File: config.mk
export PLATFORM = sky130hd
export DESIGN_NAME = integer_field_formatter_unit
export DESIGN_NICKNAME = d
export VERILOG_FILES = /design/src/ifu_pkg.sv /design/src/ifu_digit_gen.sv /design/src/integer_field_formatter_unit.sv
export SDC_FILE = /design/constraint.sdc
export NUM_CORES = 1
export LEC_CHECK = 0
export BUFFER_PORTS_ARGS = -buffer_cell sky130_fd_sc_hd__buf_2
export CAP_MARGIN = 40
export CORE_AREA = 2 2 119 236
export CTS_BUF_LIST = sky130_fd_sc_hd__clkbuf_8
export DETAILED_ROUTE_END_ITERATION = 10
export DIE_AREA = 0 0 121 238
export GPL_ROUTABILITY_DRIVEN = 0
export GPL_TIMING_DRIVEN = 0
export PLACE_DENSITY = 0.85
export SKIP_CTS_REPAIR_TIMING = 1
export SYNTH_ARGS = -nofsm -noshare
export SYNTH_HDL_FRONTEND = slang
export SYNTH_SLANG_ARGS = --single-unit
File: constraint.sdc
create_clock -name i_clk -period 7.85 [get_ports i_clk]
set_input_delay 0 -clock i_clk [delete_from_list [all_inputs] [get_ports i_clk]]
set_output_delay 0 -clock i_clk [all_outputs]
set_load 0.01 [all_outputs]
File: src/ifu_pkg.sv
package ifu_pkg;

    // field and value sizes
    localparam int MAX_FIELD_WIDTH_DEF = 64;
    localparam int MAG_W               = 64;
    localparam int NDIG_MAX            = 22;  // octal digits of a 64-bit value
    localparam int DEC_DIGITS          = 20;  // decimal digits of a 64-bit value
    localparam int HEX_DIGITS          = 16;
    localparam int NDIG_W              = $clog2(NDIG_MAX + 1);
    localparam int IDX_W               = $clog2(NDIG_MAX);
    localparam int STEP_W              = $clog2(MAG_W);

    // radix codes
    localparam logic [1:0] RADIX_OCT = 2'd0;
    localparam logic [1:0] RADIX_DEC = 2'd1;

    // ascii codes
    localparam logic [7:0] CHAR_ZERO    = 8'h30;
    localparam logic [7:0] CHAR_UPPER_A = 8'h41;
    localparam logic [7:0] CHAR_LOWER_A = 8'h61;
    localparam logic [7:0] CHAR_MINUS   = 8'h2D;
    localparam logic [7:0] CHAR_PLUS    = 8'h2B;
    localparam logic [7:0] CHAR_SPACE   = 8'h20;
    localparam logic [7:0] CHAR_NUL     = 8'h00;

    // status from the digit generator
    typedef struct packed {
        logic              done;
        logic [NDIG_W-1:0] ndig;
    } t_dig_status;

    // one digit value to its ascii character
    function automatic logic [7:0] digit_char(input logic [3:0] d, input logic upper);
        logic [7:0] base;
        base = upper ? CHAR_UPPER_A : CHAR_LOWER_A;
        if (d < 4'd10) begin
            return CHAR_ZERO + {4'b0000, d};
        end
        return base + {4'b0000, d} - 8'd10;
    endfunction

endpackage

File: src/ifu_digit_gen.sv
module ifu_digit_gen (
    input  logic                      i_clk,
    input  logic                      i_rst_n,
    input  logic                      i_start,
    input  logic [ifu_pkg::MAG_W-1:0] i_magnitude,
    input  logic [1:0]                i_radix_select,
    input  logic                      i_prec_zero,
    input  logic [ifu_pkg::IDX_W-1:0] i_rd_idx,
    output logic [3:0]                o_rd_digit,
    output ifu_pkg::t_dig_status      o_status
);

    typedef enum logic [1:0] {
        G_IDLE,
        G_DABBLE,
        G_SCAN
    } t_gen_state;

    localparam int NDIG = ifu_pkg::NDIG_MAX;

    t_gen_state                    r_state;
    logic [3:0]                    r_digits [NDIG];
    logic [3:0]                    n_digits [NDIG];
    logic [3:0]                    adj      [NDIG];
    logic [3:0]                    load_dig [NDIG];
    logic [ifu_pkg::MAG_W-1:0]     r_val;
    logic [ifu_pkg::STEP_W-1:0]    r_step;
    logic [ifu_pkg::IDX_W-1:0]     r_pos;
    logic                          r_prec_zero;
    ifu_pkg::t_dig_status          r_status;
    logic [ifu_pkg::IDX_W-1:0]     rd_addr;
    logic [3:0]                    rd_digit;
    logic [3*NDIG-1:0]             mag_oct;
    logic [4*NDIG-1:0]             mag_hex;

    // single read port, shared by the scan and the character output
    assign rd_addr    = (r_state == G_SCAN) ? r_pos : i_rd_idx;
    assign rd_digit   = r_digits[rd_addr];
    assign o_rd_digit = rd_digit;
    assign o_status   = r_status;

    assign mag_oct = (3*NDIG)'(i_magnitude);
    assign mag_hex = (4*NDIG)'(i_magnitude);

    // digit slices for octal and hex, shift-and-add-3 step for decimal
    always_comb begin
        for (int k = 0; k < NDIG; k++) begin
            if (i_radix_select[1]) begin
                load_dig[k] = (k < ifu_pkg::HEX_DIGITS) ? mag_hex[4*k +: 4] : 4'd0;
            end else begin
                load_dig[k] = {1'b0, mag_oct[3*k +: 3]};
            end
            adj[k] = (r_digits[k] >= 4'd5) ? r_digits[k] + 4'd3 : r_digits[k];
        end
        for (int k = 0; k < NDIG; k++) begin
            case (r_state)
                G_IDLE: begin
                    if (i_start && i_radix_select == ifu_pkg::RADIX_DEC) begin
                        n_digits[k] = 4'd0;
                    end else if (i_start) begin
                        n_digits[k] = load_dig[k];
                    end else begin
                        n_digits[k] = r_digits[k];
                    end
                end
                G_DABBLE: begin
                    if (k >= ifu_pkg::DEC_DIGITS) begin
                        n_digits[k] = 4'd0;
                    end else if (k == 0) begin
                        n_digits[k] = {adj[k][2:0], r_val[ifu_pkg::MAG_W-1]};
                    end else begin
                        n_digits[k] = {adj[k][2:0], adj[k-1][3]};
                    end
                end
                default: begin
                    n_digits[k] = r_digits[k];
                end
            endcase
        end
    end

    // digit registers
    always_ff @(posedge i_clk) begin
        for (int k = 0; k < NDIG; k++) begin
            r_digits[k] <= n_digits[k];
        end
    end

    // sequencer: load or convert, then scan down for the leading digit
    always_ff @(posedge i_clk) begin
        if (!i_rst_n) begin
            r_state       <= G_IDLE;
            r_status.done <= 1'b0;
        end else begin
            r_status.done <= 1'b0;
            case (r_state)
                G_IDLE: begin
                    if (i_start) begin
                        r_prec_zero <= i_prec_zero;
                        r_val       <= i_magnitude;
                        r_step      <= '0;
                        r_pos       <= ifu_pkg::IDX_W'(NDIG - 1);
                        if (i_radix_select == ifu_pkg::RADIX_DEC) begin
                            r_state <= G_DABBLE;
                        end else begin
                            r_state <= G_SCAN;
                        end
                    end
                end
                G_DABBLE: begin
                    r_val  <= r_val << 1;
                    r_step <= r_step + 1'b1;
                    if (r_step == ifu_pkg::STEP_W'(ifu_pkg::MAG_W - 1)) begin
                        r_pos   <= ifu_pkg::IDX_W'(NDIG - 1);
                        r_state <= G_SCAN;
                    end
                end
                G_SCAN: begin
                    if (rd_digit != 4'd0) begin
                        r_status.done <= 1'b1;
                        r_status.ndig <= ifu_pkg::NDIG_W'(r_pos) + 1'b1;
                        r_state       <= G_IDLE;
                    end else if (r_pos == '0) begin
                        // zero value: one digit, or none at precision zero
                        r_status.done <= 1'b1;
                        r_status.ndig <= r_prec_zero ? '0 : ifu_pkg::NDIG_W'(1);
                        r_state       <= G_IDLE;
                    end else begin
                        r_pos <= r_pos - 1'b1;
                    end
                end
                default: begin
                    r_state <= G_IDLE;
                end
            endcase
        end
    end

endmodule

File: src/integer_field_formatter_unit.sv
// Integer field formatter: prints one integer as a printf-style ASCII field.
// Input channel (i_in_valid / o_in_ready) takes one request: magnitude, sign,
// radix, case, flags, width and precision. Output channel (o_out_valid /
// i_out_ready) returns the field one character per transfer, o_last marking
// the final one; a field with no characters gives one transfer with
// o_empty_field and o_last set.
// Steps per request: the accept cycle (octal and hex digits load here),
// a shift-and-add-3 pass over all 64 magnitude bits for decimal, a
// leading-digit scan down from the top digit, a hand-over of the digit
// count, a setup state, stepping over the field sections, and one
// character per cycle while the receiver accepts. o_in_ready is high only
// while the sequencer is idle, so one request is worked on at a time; the
// next may be taken while the final character still sits in the output
// register.
// Reset (synchronous, active low) returns the sequencer to idle and drops
// o_out_valid. A stalled receiver holds the output register and the
// sequencer waits with it; no character is lost.
module integer_field_formatter_unit #(
    parameter int MAX_FIELD_WIDTH = ifu_pkg::MAX_FIELD_WIDTH_DEF
) (
    input  logic                      i_clk,
    input  logic                      i_rst_n,
    input  logic                      i_in_valid,
    output logic                      o_in_ready,
    input  logic [ifu_pkg::MAG_W-1:0] i_magnitude,
    input  logic                      i_is_negative,
    input  logic [1:0]                i_radix_select,
    input  logic                      i_upper_hex,
    input  logic                      i_align_left,
    input  logic                      i_pad_zero,
    input  logic                      i_force_plus,
    input  logic                      i_space_sign,
    input  logic [6:0]                i_field_width,
    input  logic signed [6:0]         i_min_digits,
    output logic                      o_out_valid,
    input  logic                      i_out_ready,
    output logic [7:0]                o_character,
    output logic                      o_empty_field,
    output logic                      o_last
);

    localparam int CW = $clog2(MAX_FIELD_WIDTH + 1);

    typedef enum logic [3:0] {
        S_IDLE,
        S_CONV,
        S_PREP,
        S_EMPTY,
        S_LEAD,
        S_SIGN,
        S_ZPAD,
        S_PREC,
        S_DIG,
        S_TRAIL
    } t_state;

    t_state                     r_state;
    logic                       r_upper;
    logic                       r_left;
    logic                       r_zero_pad;
    logic                       r_has_prec;
    logic                       r_sign_on;
    logic [7:0]                 r_sign_char;
    logic [CW-1:0]              r_width;
    logic [CW-1:0]              r_prec;
    logic [ifu_pkg::NDIG_W-1:0] r_ndig;
    logic [CW-1:0]              r_pad;
    logic [CW-1:0]              r_zeros;
    logic [CW-1:0]              r_cnt;
    logic [CW-1:0]              r_remain;
    logic                       r_out_valid;
    logic [7:0]                 r_out_char;
    logic                       r_out_empty;
    logic                       r_out_last;

    logic                       in_accept;
    logic                       can_emit;
    logic                       emit;
    logic [CW-1:0]              width_sat;
    logic [5:0]                 prec_sat;
    logic                       prec_zero;
    logic [CW-1:0]              ndig_ext;
    logic [CW-1:0]              zeros;
    logic [CW-1:0]              len;
    logic [CW-1:0]              pad;
    logic [CW-1:0]              total;
    logic [CW-1:0]              lead_cnt;
    logic [CW-1:0]              cnt_m1;
    logic [7:0]                 ph_char;
    t_state                     ph_next;
    logic [CW-1:0]              ph_next_cnt;
    logic [3:0]                 rd_digit;
    ifu_pkg::t_dig_status       dig_status;

    assign in_accept = i_in_valid && o_in_ready;
    assign can_emit  = !r_out_valid || i_out_ready;

    // a character is loaded into the output register this cycle
    assign emit = can_emit && ((r_state == S_EMPTY) ||
                  ((r_cnt != '0) && (r_state == S_LEAD || r_state == S_SIGN ||
                                     r_state == S_ZPAD || r_state == S_PREC ||
                                     r_state == S_DIG  || r_state == S_TRAIL)));

    // saturate width and precision
    assign width_sat = (i_field_width > 7'(MAX_FIELD_WIDTH)) ? CW'(MAX_FIELD_WIDTH)
                                                              : i_field_width[CW-1:0];
    assign prec_sat  = (i_min_digits[5:0] > 6'(MAX_FIELD_WIDTH - 1)) ?
                       6'(MAX_FIELD_WIDTH - 1) : i_min_digits[5:0];
    assign prec_zero = !i_min_digits[6] && (i_min_digits[5:0] == 6'd0);

    ifu_digit_gen u_digit_gen (
        .i_clk          (i_clk),
        .i_rst_n        (i_rst_n),
        .i_start        (in_accept),
        .i_magnitude    (i_magnitude),
        .i_radix_select (i_radix_select),
        .i_prec_zero    (prec_zero),
        .i_rd_idx       (cnt_m1[ifu_pkg::IDX_W-1:0]),
        .o_rd_digit     (rd_digit),
        .o_status       (dig_status)
    );

    // field section lengths
    assign ndig_ext = CW'(r_ndig);
    assign zeros    = (r_has_prec && r_prec > ndig_ext) ? r_prec - ndig_ext : '0;
    assign len      = ndig_ext + zeros + CW'(r_sign_on);
    assign pad      = (r_width > len) ? r_width - len : '0;
    assign total    = pad + len;
    assign lead_cnt = (!r_left && !r_zero_pad) ? pad : '0;
    assign cnt_m1   = r_cnt - 1'b1;

    // character and following section for each output state
    always_comb begin
        case (r_state)
            S_LEAD: begin
                ph_char     = ifu_pkg::CHAR_SPACE;
                ph_next     = S_SIGN;
                ph_next_cnt = CW'(r_sign_on);
            end
            S_SIGN: begin
                ph_char     = r_sign_char;
                ph_next     = S_ZPAD;
                ph_next_cnt = (!r_left && r_zero_pad) ? r_pad : '0;
            end
            S_ZPAD: begin
                ph_char     = ifu_pkg::CHAR_ZERO;
                ph_next     = S_PREC;
                ph_next_cnt = r_zeros;
            end
            S_PREC: begin
                ph_char     = ifu_pkg::CHAR_ZERO;
                ph_next     = S_DIG;
                ph_next_cnt = ndig_ext;
            end
            S_DIG: begin
                ph_char     = ifu_pkg::digit_char(rd_digit, r_upper);
                ph_next     = S_TRAIL;
                ph_next_cnt = r_left ? r_pad : '0;
            end
            S_TRAIL: begin
                ph_char     = ifu_pkg::CHAR_SPACE;
                ph_next     = S_IDLE;
                ph_next_cnt = '0;
            end
            default: begin
                ph_char     = ifu_pkg::CHAR_SPACE;
                ph_next     = S_IDLE;
                ph_next_cnt = '0;
            end
        endcase
    end

    // sequencer and output register
    always_ff @(posedge i_clk) begin
        if (!i_rst_n) begin
            r_state     <= S_IDLE;
            r_out_valid <= 1'b0;
        end else begin
            if (emit) begin
                r_out_valid <= 1'b1;
            end else if (i_out_ready) begin
                r_out_valid <= 1'b0;
            end
            case (r_state)
                S_IDLE: begin
                    if (in_accept) begin
                        r_upper     <= i_upper_hex;
                        r_left      <= i_align_left;
                        r_zero_pad  <= i_pad_zero && i_min_digits[6];
                        r_has_prec  <= !i_min_digits[6];
                        r_prec      <= CW'(prec_sat);
                        r_width     <= width_sat;
                        r_sign_on   <= i_is_negative || i_force_plus || i_space_sign;
                        r_sign_char <= i_is_negative ? ifu_pkg::CHAR_MINUS :
                                       i_force_plus  ? ifu_pkg::CHAR_PLUS  :
                                                       ifu_pkg::CHAR_SPACE;
                        r_state     <= S_CONV;
                    end
                end
                S_CONV: begin
                    if (dig_status.done) begin
                        r_ndig  <= dig_status.ndig;
                        r_state <= S_PREP;
                    end
                end
                S_PREP: begin
                    r_pad    <= pad;
                    r_zeros  <= zeros;
                    r_remain <= total;
                    r_cnt    <= lead_cnt;
                    r_state  <= (total == '0) ? S_EMPTY : S_LEAD;
                end
                S_EMPTY: begin
                    if (can_emit) begin
                        r_out_char  <= ifu_pkg::CHAR_NUL;
                        r_out_empty <= 1'b1;
                        r_out_last  <= 1'b1;
                        r_state     <= S_IDLE;
                    end
                end
                S_LEAD, S_SIGN, S_ZPAD, S_PREC, S_DIG, S_TRAIL: begin
                    if (r_cnt == '0) begin
                        r_state <= ph_next;
                        r_cnt   <= ph_next_cnt;
                    end else if (can_emit) begin
                        r_out_char  <= ph_char;
                        r_out_empty <= 1'b0;
                        r_out_last  <= (r_remain == CW'(1));
                        r_cnt       <= cnt_m1;
                        r_remain    <= r_remain - 1'b1;
                        if (r_remain == CW'(1)) begin
                            r_state <= S_IDLE;
                        end
                    end
                end
                default: begin
                    r_state <= S_IDLE;
                end
            endcase
        end
    end

    assign o_in_ready    = (r_state == S_IDLE);
    assign o_out_valid   = r_out_valid;
    assign o_character   = r_out_char;
    assign o_empty_field = r_out_empty;
    assign o_last        = r_out_last;

endmodule

## After elaboration in Yosys (flattened, before gate mapping)

Memory sizes are Yosys's and may differ from the RTL's.
Index checks and enable logic that the tools add are counted.

- Input port bits: 90
- Memories: 1
- Output and inout port bits: 12
- Flip-flop bits (word level): 158
- Word-level logic and storage cells: 332
- Memory bits (writable): 88

Memory list:

| memory | depth | bits a word | read ports | clocked after Yosys merged registers in | wr ports | RTL line | RTL |
|---|---|---|---|---|---|---|---|
| u_digit_gen.r_digits | 22 | 4 | 21 | 0 | 22 | ifu_digit_gen.sv:22 | `logic [3:0] r_digits [NDIG];` |

- Magnitude comparators: 25
- Eq/ne operators: 28
- Add/subtract/negate cells: 33
- Reductions and logical operators: 52
- Muxes and demuxes: 168

Operator list:

| cell | number |
|---|---|
| 2-to-1 mux 4 bit | 86 |
| case mux 4 bit (2 select lines) | 22 |
| case mux 64 bit (2 select lines) | 1 |
| >= comparator 4 x 3 -> 1 bit, second input constant | 20 |
| adder 4 x 2 -> 4 bit, second input constant | 19 |
| 2-to-1 mux 64 bit | 1 |
| 2-to-1 mux 7 bit | 9 |
| 2-to-1 mux 8 bit | 5 |
| case mux 4 bit (5 select lines) | 2 |
| case mux 7 bit (5 select lines) | 1 |
| case mux 7 bit (2 select lines) | 2 |
| 2-to-1 mux 5 bit | 5 |
| 2-to-1 mux 6 bit | 4 |
| case mux 8 bit (3 select lines) | 1 |
| 2-to-1 mux 3 bit | 7 |
| AND reduction 3 bit | 7 |
| == test 4 x 3 -> 1 bit, second input constant | 4 |
| case mux 8 bit (2 select lines) | 1 |
| case mux 5 bit (3 select lines) | 1 |
| logical NOT 7 bit | 2 |
| subtractor 7 x 1 -> 7 bit, second input constant | 2 |
| inequality test 2 bit, second input constant | 6 |
| inequality test 3 bit, second input constant | 4 |
| case mux 6 bit (2 select lines) | 1 |
| 46 further kinds | 93 |

## Logic depth before layout (Yosys ltp)

Gate-level depths: netlist of run 1.

- Word-level depth: 11
- Depth in mapped cells: 33
- Mapped depth without buffers: 33

## Cells and area by module

Synthesis of run 1 repeated with hierarchy kept, for this count alone.

- Cell total of the unflattened synthesis: 1503
- Area, all modules: 14739.1 sq um

By module, submodules not included:

| module | sequential area each (sq um) | area each (sq um) | cells an instance | times used |
|---|---|---|---|---|
| ifu_digit_gen | 5014.8 | 10378.7 | 1088 | 1 |
| integer_field_formatter_unit | 1991.9 | 4360.4 | 415 | 1 |

## Worst setup path after synthesis of run 1

No wires, ideal clock.

- Path kind: register to register
- Start: register r_ndig[1] (netlist bit)
- End: register r_state[2]
- Arrival: 6.254 ns
- Slack: 1.480 ns
- Required time: 7.733 ns
- Stages on the path, launching flop included: 34
- Setup time: 0.117 ns
- Buffers on the path: 0
- Clock period less this slack: 6.370 ns
- Path through: edfxtp_1 -> inv_1 -> ha_1 -> nor2b_1 -> o21ai_0 -> a21boi_0 -> o21ai_1 -> a21o_1 -> nand2_1 -> o21ai_0 -> ha_1 -> nor2_1 -> fa_1 -> nor2b_1 -> o21ai_0 -> nand2b_1 -> xor2_1 -> inv_1 -> ha_1 -> o21ai_0 -> a21oi_1 -> o21ai_0 -> a22o_1 -> or2_2 -> inv_1 -> ha_1 -> a21o_1 -> a21o_1 -> a21oi_1 -> o311ai_0 -> or4_1 -> and3b_1 -> mux2i_1 -> a22o_1

- Cells in the longest elaborated chain, start to end: 11
- Elaborated cells on any way between the ends: 13
- Those cells by class: 5 x add/sub; 2 x order compare; 4 x mux; 2 x reduce/logical

Ends and longest elaborated chain:

| element | RTL line | RTL |
|---|---|---|
| start: declaration | integer_field_formatter_unit.sv:66 | `logic [ifu_pkg::NDIG_W-1:0] r_ndig;` |
| start signal: assignment | integer_field_formatter_unit.sv:202 | `r_ndig <= dig_status.ndig;` |
| > comparator 6 x 5 -> 1 bit | integer_field_formatter_unit.sv:125 | `assign zeros = (r_has_prec && r_prec > ndig_ext) ? r_prec - ndig_ext : '0;` |
| logical AND 1 bit | integer_field_formatter_unit.sv:125 |  |
| 2-to-1 mux 7 bit | integer_field_formatter_unit.sv:125 |  |
| adder 5 x 7 -> 7 bit * | integer_field_formatter_unit.sv:126 | `assign len = ndig_ext + zeros + CW'(r_sign_on);` |
| adder 7 x 1 -> 7 bit * | integer_field_formatter_unit.sv:126 |  |
| subtractor 7 bit or > comparator 7 bit (tied branches) | integer_field_formatter_unit.sv:127 | `assign pad = (r_width > len) ? r_width - len : '0;` |
| 2-to-1 mux 7 bit * | integer_field_formatter_unit.sv:127 |  |
| via pad[1] | integer_field_formatter_unit.sv:85 | `logic [CW-1:0] pad;` |
| adder 7 bit * | integer_field_formatter_unit.sv:128 | `assign total = pad + len;` |
| logical NOT 7 bit * | integer_field_formatter_unit.sv:211 | `r_state <= (total == '0) ? S_EMPTY : S_LEAD;` |
| 2-to-1 mux 3 bit * | integer_field_formatter_unit.sv:211 |  |
| case mux 4 bit (5 select lines) * | integer_field_formatter_unit.sv:184 | `case (r_state)` |
| end signal: assignment | integer_field_formatter_unit.sv:211 |  |
| end signal: assignment | integer_field_formatter_unit.sv:223 | `r_state <= ph_next;` |
| end: declaration | integer_field_formatter_unit.sv:57 | `t_state r_state;` |

Mark *: on every way through the listed nets, which the timed path passes. The rest lies on a longest branch.
A chain may end at the register's enable or synchronous reset.

## Worst setup path after layout of run 1

Same ends and word-level chain as after synthesis.

==> run summary, run 1 <==
cell mode on critical path -> o21ai_0
vias in the first global route -> 12300
WP buf/inv -> 3
DRT iter0 DRCs -> 1314
Util after Layout -> 64.61%
Worst Path Max Fanout -> 5
initial antenna violation count -> 1
via count -> 12690
synthesized net count -> 1624
largest net degree at the start of global routing -> 50
total length of routed wires -> 43940 um
Worst Tran Pin Value -> 0.8669 ns
critical path class -> flip-flop to flip-flop
Detail Route Antenna Nets -> 0
clock sinks -> 236
Post-synth ARST share -> 0%
core footprint -> 26910 sq um
max_cap viols -> 0
routed len/inst -> 21.19 um
relative slew slack -> 42.21%
I/O pins -> 102
Die Wd -> 121 um
commonest non-fill, non-tap cell in the layout -> nand2_1
share of post-route cells with drive strength above 1 -> 13.39%
Detailed Place HPWL -> 31690 um
CTS max path bufs -> 3
GRT Resource Usage Total -> 29.13%
top cell family by delay on the critical path -> compound AO/OA/AOI/OAI gates
status -> finished, final reports clean
crit start category -> flip-flop
CP Data Arrival Time -> 8.04 ns
FP Rows -> 85
Final nets -> 1862
Finish-stage setup viols -> 0
Netlist cell types -> 80
Post-route DRC -> 0
Post-synth EDFFs -> 228
CTS Buf Count -> 37
placed inst area -> 15710 sq um
Post-Syn Area per Cell -> 10.03 sq um
Crit-path slowest cell -> or4_1
global-route wire length before repair -> 64390 um
peak supply drop -> 0.2249 mV
most frequent cells in the layout -> 283 x nand2_1, 228 x edfxtp_1, 107 x buf_2
Slew Viols, Final -> 0
total gr overflow -> 0
Final TNS setup -> 0 ns
worst-skew pair later-pin latency -> 0.60 ns
CTS root buffer -> clkbuf_8
synthesis-to-layout area growth -> 18.72%
post-route cell area -> 17390 sq um
vias per inst -> 6.119
Synth Flop Type -> edfxtp_1
crit-path max cell delay -> 0.63 ns
number of detailed-route iterations in the first pass -> 8
Final Cycle Share -> 96.83%
flops & latches, synth -> 236
FMAX -> 131.6 MHz
final hold violations -> 0
# port buffers -> 99
initial core utilization -> 54.42%
H-tree Lvls -> 2
pwr dens -> 314.7 nW/um^2
Lkg Pwr -> 0.007061 uW
Tightest Hold Check Type -> input port to flip-flop
PnR Total Power -> 5471 uW
Req. time, crit path -> 8.29 ns
CTS tree -> yes
crit path time final -> 7.601 ns
sequential share of the synthesized area -> 47.85%
Min Hold Slack -> 0.09303 ns
clk_skew -> 0.06429 ns
DIE AREA -> 28800 sq um
clk slew on worst S/H paths -> 0.07 ns
die height -> 238 um
crit end category -> flip-flop
post-synthesis instance total -> 1460
Synth Cell Area -> 14640 sq um
Yosys Warn Count -> 0
[where the power goes]
group | internal [uW] | switching [uW]
clock network | 519 | 535
registers | 1820 | 248
logic | 915 | 1440
[cell families after synthesis]
| logic type | Yosys count | share of synthesized area (%) |
|---|---|---|
| and+or+nand+nor | 547 | 17.39 |
| AOI/OAI and AO/OA | 305 | 13.72 |
| DFF | 236 | 47.85 |
| buffers and inverters | 148 | 4.281 |
| muxes | 84 | 6.323 |
| adders and majority gates | 74 | 6.528 |
| xor gates and xnor gates | 65 | 3.888 |
| other | 1 | 0.02561 |
[synth_stat cells, types with 5 or more instances]
cell type	number	area (sq um)
and3_1	5	31.28
nor3_1	15	75.07
nor2_1	78	292.8
o211ai_1	9	67.56
nand3_1	29	145.1
or2_2	7	43.79
xnor2_1	33	289.0
inv_1	74	277.8
xor2_1	32	280.3
a31oi_1	6	37.54
buf_1	5	18.77
o21a_1	6	45.04
a21oi_1	84	420.4
edfxtp_1	228	6847
dfxtp_1	8	160.2
o31ai_1	6	45.04
mux2i_1	58	580.6
o22ai_1	22	137.6
a21o_1	9	67.56
nand2_1	283	1062
o32ai_1	15	131.4
mux2_2	21	236.5
buf_2	8	40.04
nor2b_1	22	137.6
o21ai_1	5	25.02
ha_1	70	875.8
clkbuf_1	49	183.9
buf_6	5	56.30
nand2b_1	34	212.7
nor3b_1	19	142.6
and2_1	14	87.58
buf_4	6	45.04
or3_1	21	131.4
o21ai_0	83	415.4
[final timing paths]
kind                                                         from                       to  slack (ns)  cells past startpoint
worst max-delay path                          r_ndig[1]$_DFFE_PP_  r_state[2]$_SDFFE_PN0P_        0.25                     33
worst min-delay path                                   i_in_valid        r_upper$_DFFE_PP_        0.09                      2
worst max register to register                r_ndig[1]$_DFFE_PP_  r_state[2]$_SDFFE_PN0P_        0.25                     33
worst min register to register  u_digit_gen.o_status[4]$_DFFE_PP_      r_ndig[4]$_DFFE_PP_        0.42                      0
[per-layer routing]
metal	GRT usage (%)	share of wire (%)	up-vias
met4	23.08	9.4	0
met1	28.32	31	5961
li1	-	-	5720
met3	3.991	6.5	259
met5	0	0	-
met2	53.61	53	751
[cell type report]
type                       instances  area [sq um]
inverter                          74         277.8
sequential                       236          7007
clock inverter                    29         209.0
buffer                            74         349.1
timing repair buffer             199          1564
fill                            2041          9522
clock buffer                      37         509.2
antenna                            1         2.502
multi-input combinational       1076          7032
tap                              348         435.4
[stage by stage]
stage | setup slack (ns) | cells
floorplan | 1.480 | 1460
global placement | 0.5012 | 1907
detailed placement | 0.2383 | 1912
CTS | 0.1871 | 1978
global route | -0.1089 | 2074
finish | 0.2489 | 2074
[sequential cells by signal, indices dropped and copies added, names as in the netlist, 7 cells and up]
| name | cells |
|---|---|
| o_character | 7 |
| r_cnt | 7 |
| r_pad | 7 |
| u_digit_gen.r_val | 64 |
| u_digit_gen.r_digits | 84 |
| r_width | 7 |
| r_zeros | 7 |
| r_remain | 7 |
No activity file was read; power rests on OpenSTA's default activity.
==> run 2, diff against run 1 <==
Settings changed: CORE_AREA 2 2 119 236 to 2 2 119 237, DIE_AREA 0 0 121 238 to 0 0 121 239, SYNTH_HIERARCHICAL from default to 1.
==> run 2 against run 1 <==
  * The flow now finishes with violations (hold timing)
  * Synthesized cell count up 2.9%
  * Synthesized area up 0.65%
  * Die area up 0.42%
  * Highest routed layer unchanged
  * First-iteration DRC count up 3.8%
  * Global-route usage down 1.6 points
  * Non-clock buffer count up 1
  * Largest power group unchanged
  * Core utilization down 0.70 points
  * Clock skew down 0.029 ns
==> run summary, run 2 <==
relative slew slack -> 39.43% (was 42.21%)
pwr dens -> 317.1 nW/um^2 (was 314.7 nW/um^2)
Placement Setup Slack -> 0.9254 ns (was 0.2383 ns)
CTS Buf Count -> 36 (was 37)
count leader, synth -> nand2_1 (unchanged)
Worst Tran Pin Value -> 0.9016 ns (was 0.8669 ns)
core footprint -> 27220 sq um (was 26910 sq um)
worst-skew pair later-pin latency -> 0.55 ns (was 0.60 ns)
vias in the first global route -> 11960 (was 12300)
Synth top area share -> 46.45% (was 46.75%)
synthesis-to-layout area growth -> 18.05% (was 18.72%)
Worst Path Max Fanout -> 7 (was 5)
cell mode on critical path -> ha_1 (was o21ai_0)
ranking of synthesized cells by area -> edfxtp_1 46%, nand2_1 7.1%, ha_1 6.0% (was edfxtp_1 47%, nand2_1 7.3%, ha_1 6.0%)
crit path time final -> 7.131 ns (was 7.601 ns)
CTS max path bufs -> 3 (unchanged)
DIE AREA -> 28920 sq um (was 28800 sq um)
FP Rows -> 86 (was 85)
global-route wire length before repair -> 62180 um (was 64390 um)
FMAX -> 140.2 MHz (was 131.6 MHz)
CP Data Arrival Time -> 7.55 ns (was 8.04 ns)
initial core utilization -> 54.14% (was 54.42%)
GRT Resource Usage Total -> 27.56% (was 29.13%)
crit-path max cell delay -> 0.57 ns (was 0.63 ns)
Post-synth ARST share -> 0% (unchanged)
Lkg Pwr -> 0.006985 uW (was 0.007061 uW)
post-synthesis instance total -> 1503 (was 1460)
die height -> 239 um (was 238 um)
initial antenna violation count -> 0 (was 1)
clock sinks -> 236 (unchanged)
PnR Total Power -> 5517 uW (was 5471 uW)
# port buffers -> 100 (was 99)
reg2reg path depth -> 30 (was 33)
vias per inst -> 5.973 (was 6.119)
Layout fillers -> 2140 (was 2041)
routed len/inst -> 19.61 um (was 21.19 um)
flops & latches, synth -> 236 (unchanged)
crit start category -> flip-flop (unchanged)
critical path class -> flip-flop to flip-flop (unchanged)
status -> finished, violations left (was finished, final reports clean)
I/O pins -> 102 (unchanged)
crit end category -> flip-flop (unchanged)
DRT iter0 DRCs -> 1364 (was 1314)
Slew Viols, Final -> 0 (unchanged)
largest net degree at the start of global routing -> 33 (was 50)
Synth Flop Type -> edfxtp_1 (unchanged)
final hold violations -> 1 (was 0)
Biggest register -> u_digit_gen/r_digits (was u_digit_gen.r_digits)
Finish-stage setup viols -> 0 (unchanged)
number of flip-flops in the largest register -> 84 (unchanged)
most frequent cells in the layout -> 278 x nand2_1, 228 x edfxtp_1, 125 x o21ai_0 (was 283 x nand2_1, 228 x edfxtp_1, 107 x buf_2)
max_cap viols -> 0 (unchanged)
Synth Cell Area -> 14740 sq um (was 14640 sq um)
Detail Route Antenna Nets -> 0 (unchanged)
sequential share of the synthesized area -> 47.54% (was 47.85%)
Final TNS setup -> 0 ns (unchanged)
multi-input logic area -> 7139 sq um (was 7032 sq um)
Die Wd -> 121 um (unchanged)
# diodes -> 0 (was 1)
Tightest Hold Check Type -> input port to flip-flop (unchanged)
CTS root buffer -> clkbuf_8 (unchanged)
Sequential Area -> 7007 sq um (unchanged)
clk_skew -> 0.03483 ns (was 0.06429 ns)
number of detailed-route iterations in the first pass -> 6 (was 8)
via count -> 12630 (was 12690)
H-tree Lvls -> 2 (unchanged)
clk slew on worst S/H paths -> 0.07 ns (about the same)
Detailed Place HPWL -> 29200 um (was 31690 um)
Yosys Warn Count -> 6 (was 0)
Netlist cell types -> 81 (was 80)
Post-route DRC -> 0 (unchanged)
failing checks -> hold timing
synthesized net count -> 1668 (was 1624)
total length of routed wires -> 41460 um (was 43940 um)
Post-Syn Area per Cell -> 9.806 sq um (was 10.03 sq um)
Final nets -> 1905 (was 1862)
Crit-path slowest cell -> nor4_1 (was or4_1)
Req. time, crit path -> 8.27 ns (was 8.29 ns)
share of post-route cells with drive strength above 1 -> 13.51% (was 13.39%)
peak supply drop -> 0.1979 mV (was 0.2249 mV)
CTS tree -> yes (unchanged)
total gr overflow -> 0 (unchanged)
Synth area leader -> edfxtp_1 (unchanged)
Final Cycle Share -> 90.84% (was 96.83%)
worst hold stages -> 4 (was 2)
top flop regs -> u_digit_gen/r_digits: 84 flops, u_digit_gen/r_val: 64 flops (was u_digit_gen.r_digits: 84 flops, u_digit_gen.r_val: 64 flops)
final worst slack -> 0.7193 ns (was 0.2489 ns)
Min Hold Slack -> -0.04983 ns (was 0.09303 ns)
Post-synth top cells -> 278 x nand2_1, 228 x edfxtp_1, 125 x o21ai_0, 95 x a21oi_1, 76 x inv_1 (was 283 x nand2_1, 228 x edfxtp_1, 84 x a21oi_1, 83 x o21ai_0, 78 x nor2_1)
RSZ-0062 raised after global routing -> no
Post-synth EDFFs -> 228 (unchanged)
commonest non-fill, non-tap cell in the layout -> nand2_1 (unchanged)
run 2: changes by cell type after synthesis, moves of 13 or more:
cell	before	now
mux2i_1	58	18
o21ai_0	83	125
or3_1	21	6
o22ai_1	22	4
o32ai_1	15	2
mux2_2	21	47
nand3_1	29	73
nor3b_1	19	35
run 2: report_power, final:
| part | internal (uW) | switching [uW] | leakage (uW) |
|---|---|---|---|
| clock network | 502 | 493 | 0.000376 |
| registers | 1840 | 253 | 0.00220 |
| logic | 951 | 1480 | 0.00441 |
| total | 3300 | 2220 | 0.00699 |
run 2: cell type report:
class,instances,area share (%)
clock buffer,37,2.927
sequential,236,40.27
multi-input combinational,1115,41.03
tap,352,2.531
inverter,77,1.661
clock inverter,23,0.8342
buffer,75,1.834
timing repair buffer,199,8.910
run 2: metrics by stage:
stage	cells	hold slack, ns	utilization [%]	instance area [sq um]
finish	2114	-0.04983	63.91	17400
global route	2114	0.001110	63.91	17400
CTS	2022	-0.3812	60.55	16480
detailed placement	1962	0.1982	58.14	15830
global placement	1955	0.1796	57.60	15680
floorplan	1503	0.09887	-	14740
run 2: cell families (layout without fill, tap and decap cells):
family	count (synthesis)	after routing	share of synthesized area (%)
other cells	1	1	0.02544
xor+xnor	55	55	3.370
simple gates	589	589	19.19
flops	236	236	47.54
mux	72	72	5.755
compound gates	323	323	13.43
fa+ha+maj	75	75	6.570
buf+inv	152	411	4.126
run 2: routing by layer:
layer,wire (um),vias up,GRT usage (%)
met4,1946,0,13.00
li1,-,5865,-
met3,3349,148,4.151
met2,20360,635,45.85
met5,0,-,0
met1,15800,5978,35.03
run 2: path summary, 6_finish.rpt:
check,startpoint,slack [ns],endpoint
min reg2reg,u_digit_gen/o_status[1]$_DFFE_PP_,0.42,r_ndig[1]$_DFFE_PP_
max reg2reg,r_ndig[1]$_DFFE_PP_,0.72,r_state[2]$_SDFFE_PN0P_
max,r_ndig[1]$_DFFE_PP_,0.72,r_state[2]$_SDFFE_PN0P_
min,i_radix_select[0],-0.05,u_digit_gen/r_state[0]$_SDFFE_PN0P_
run 2: worst max-delay path, delay by kind of cell (launching register included):
family | cells | cell delay [ns]
AO/OA/AOI/OAI | 16 | 3.50
adder cells (fa/ha/maj) | 5 | 1.35
AND/OR/NAND/NOR | 6 | 1.30
flip-flops | 1 | 0.50
buffers and inverters | 3 | 0.32
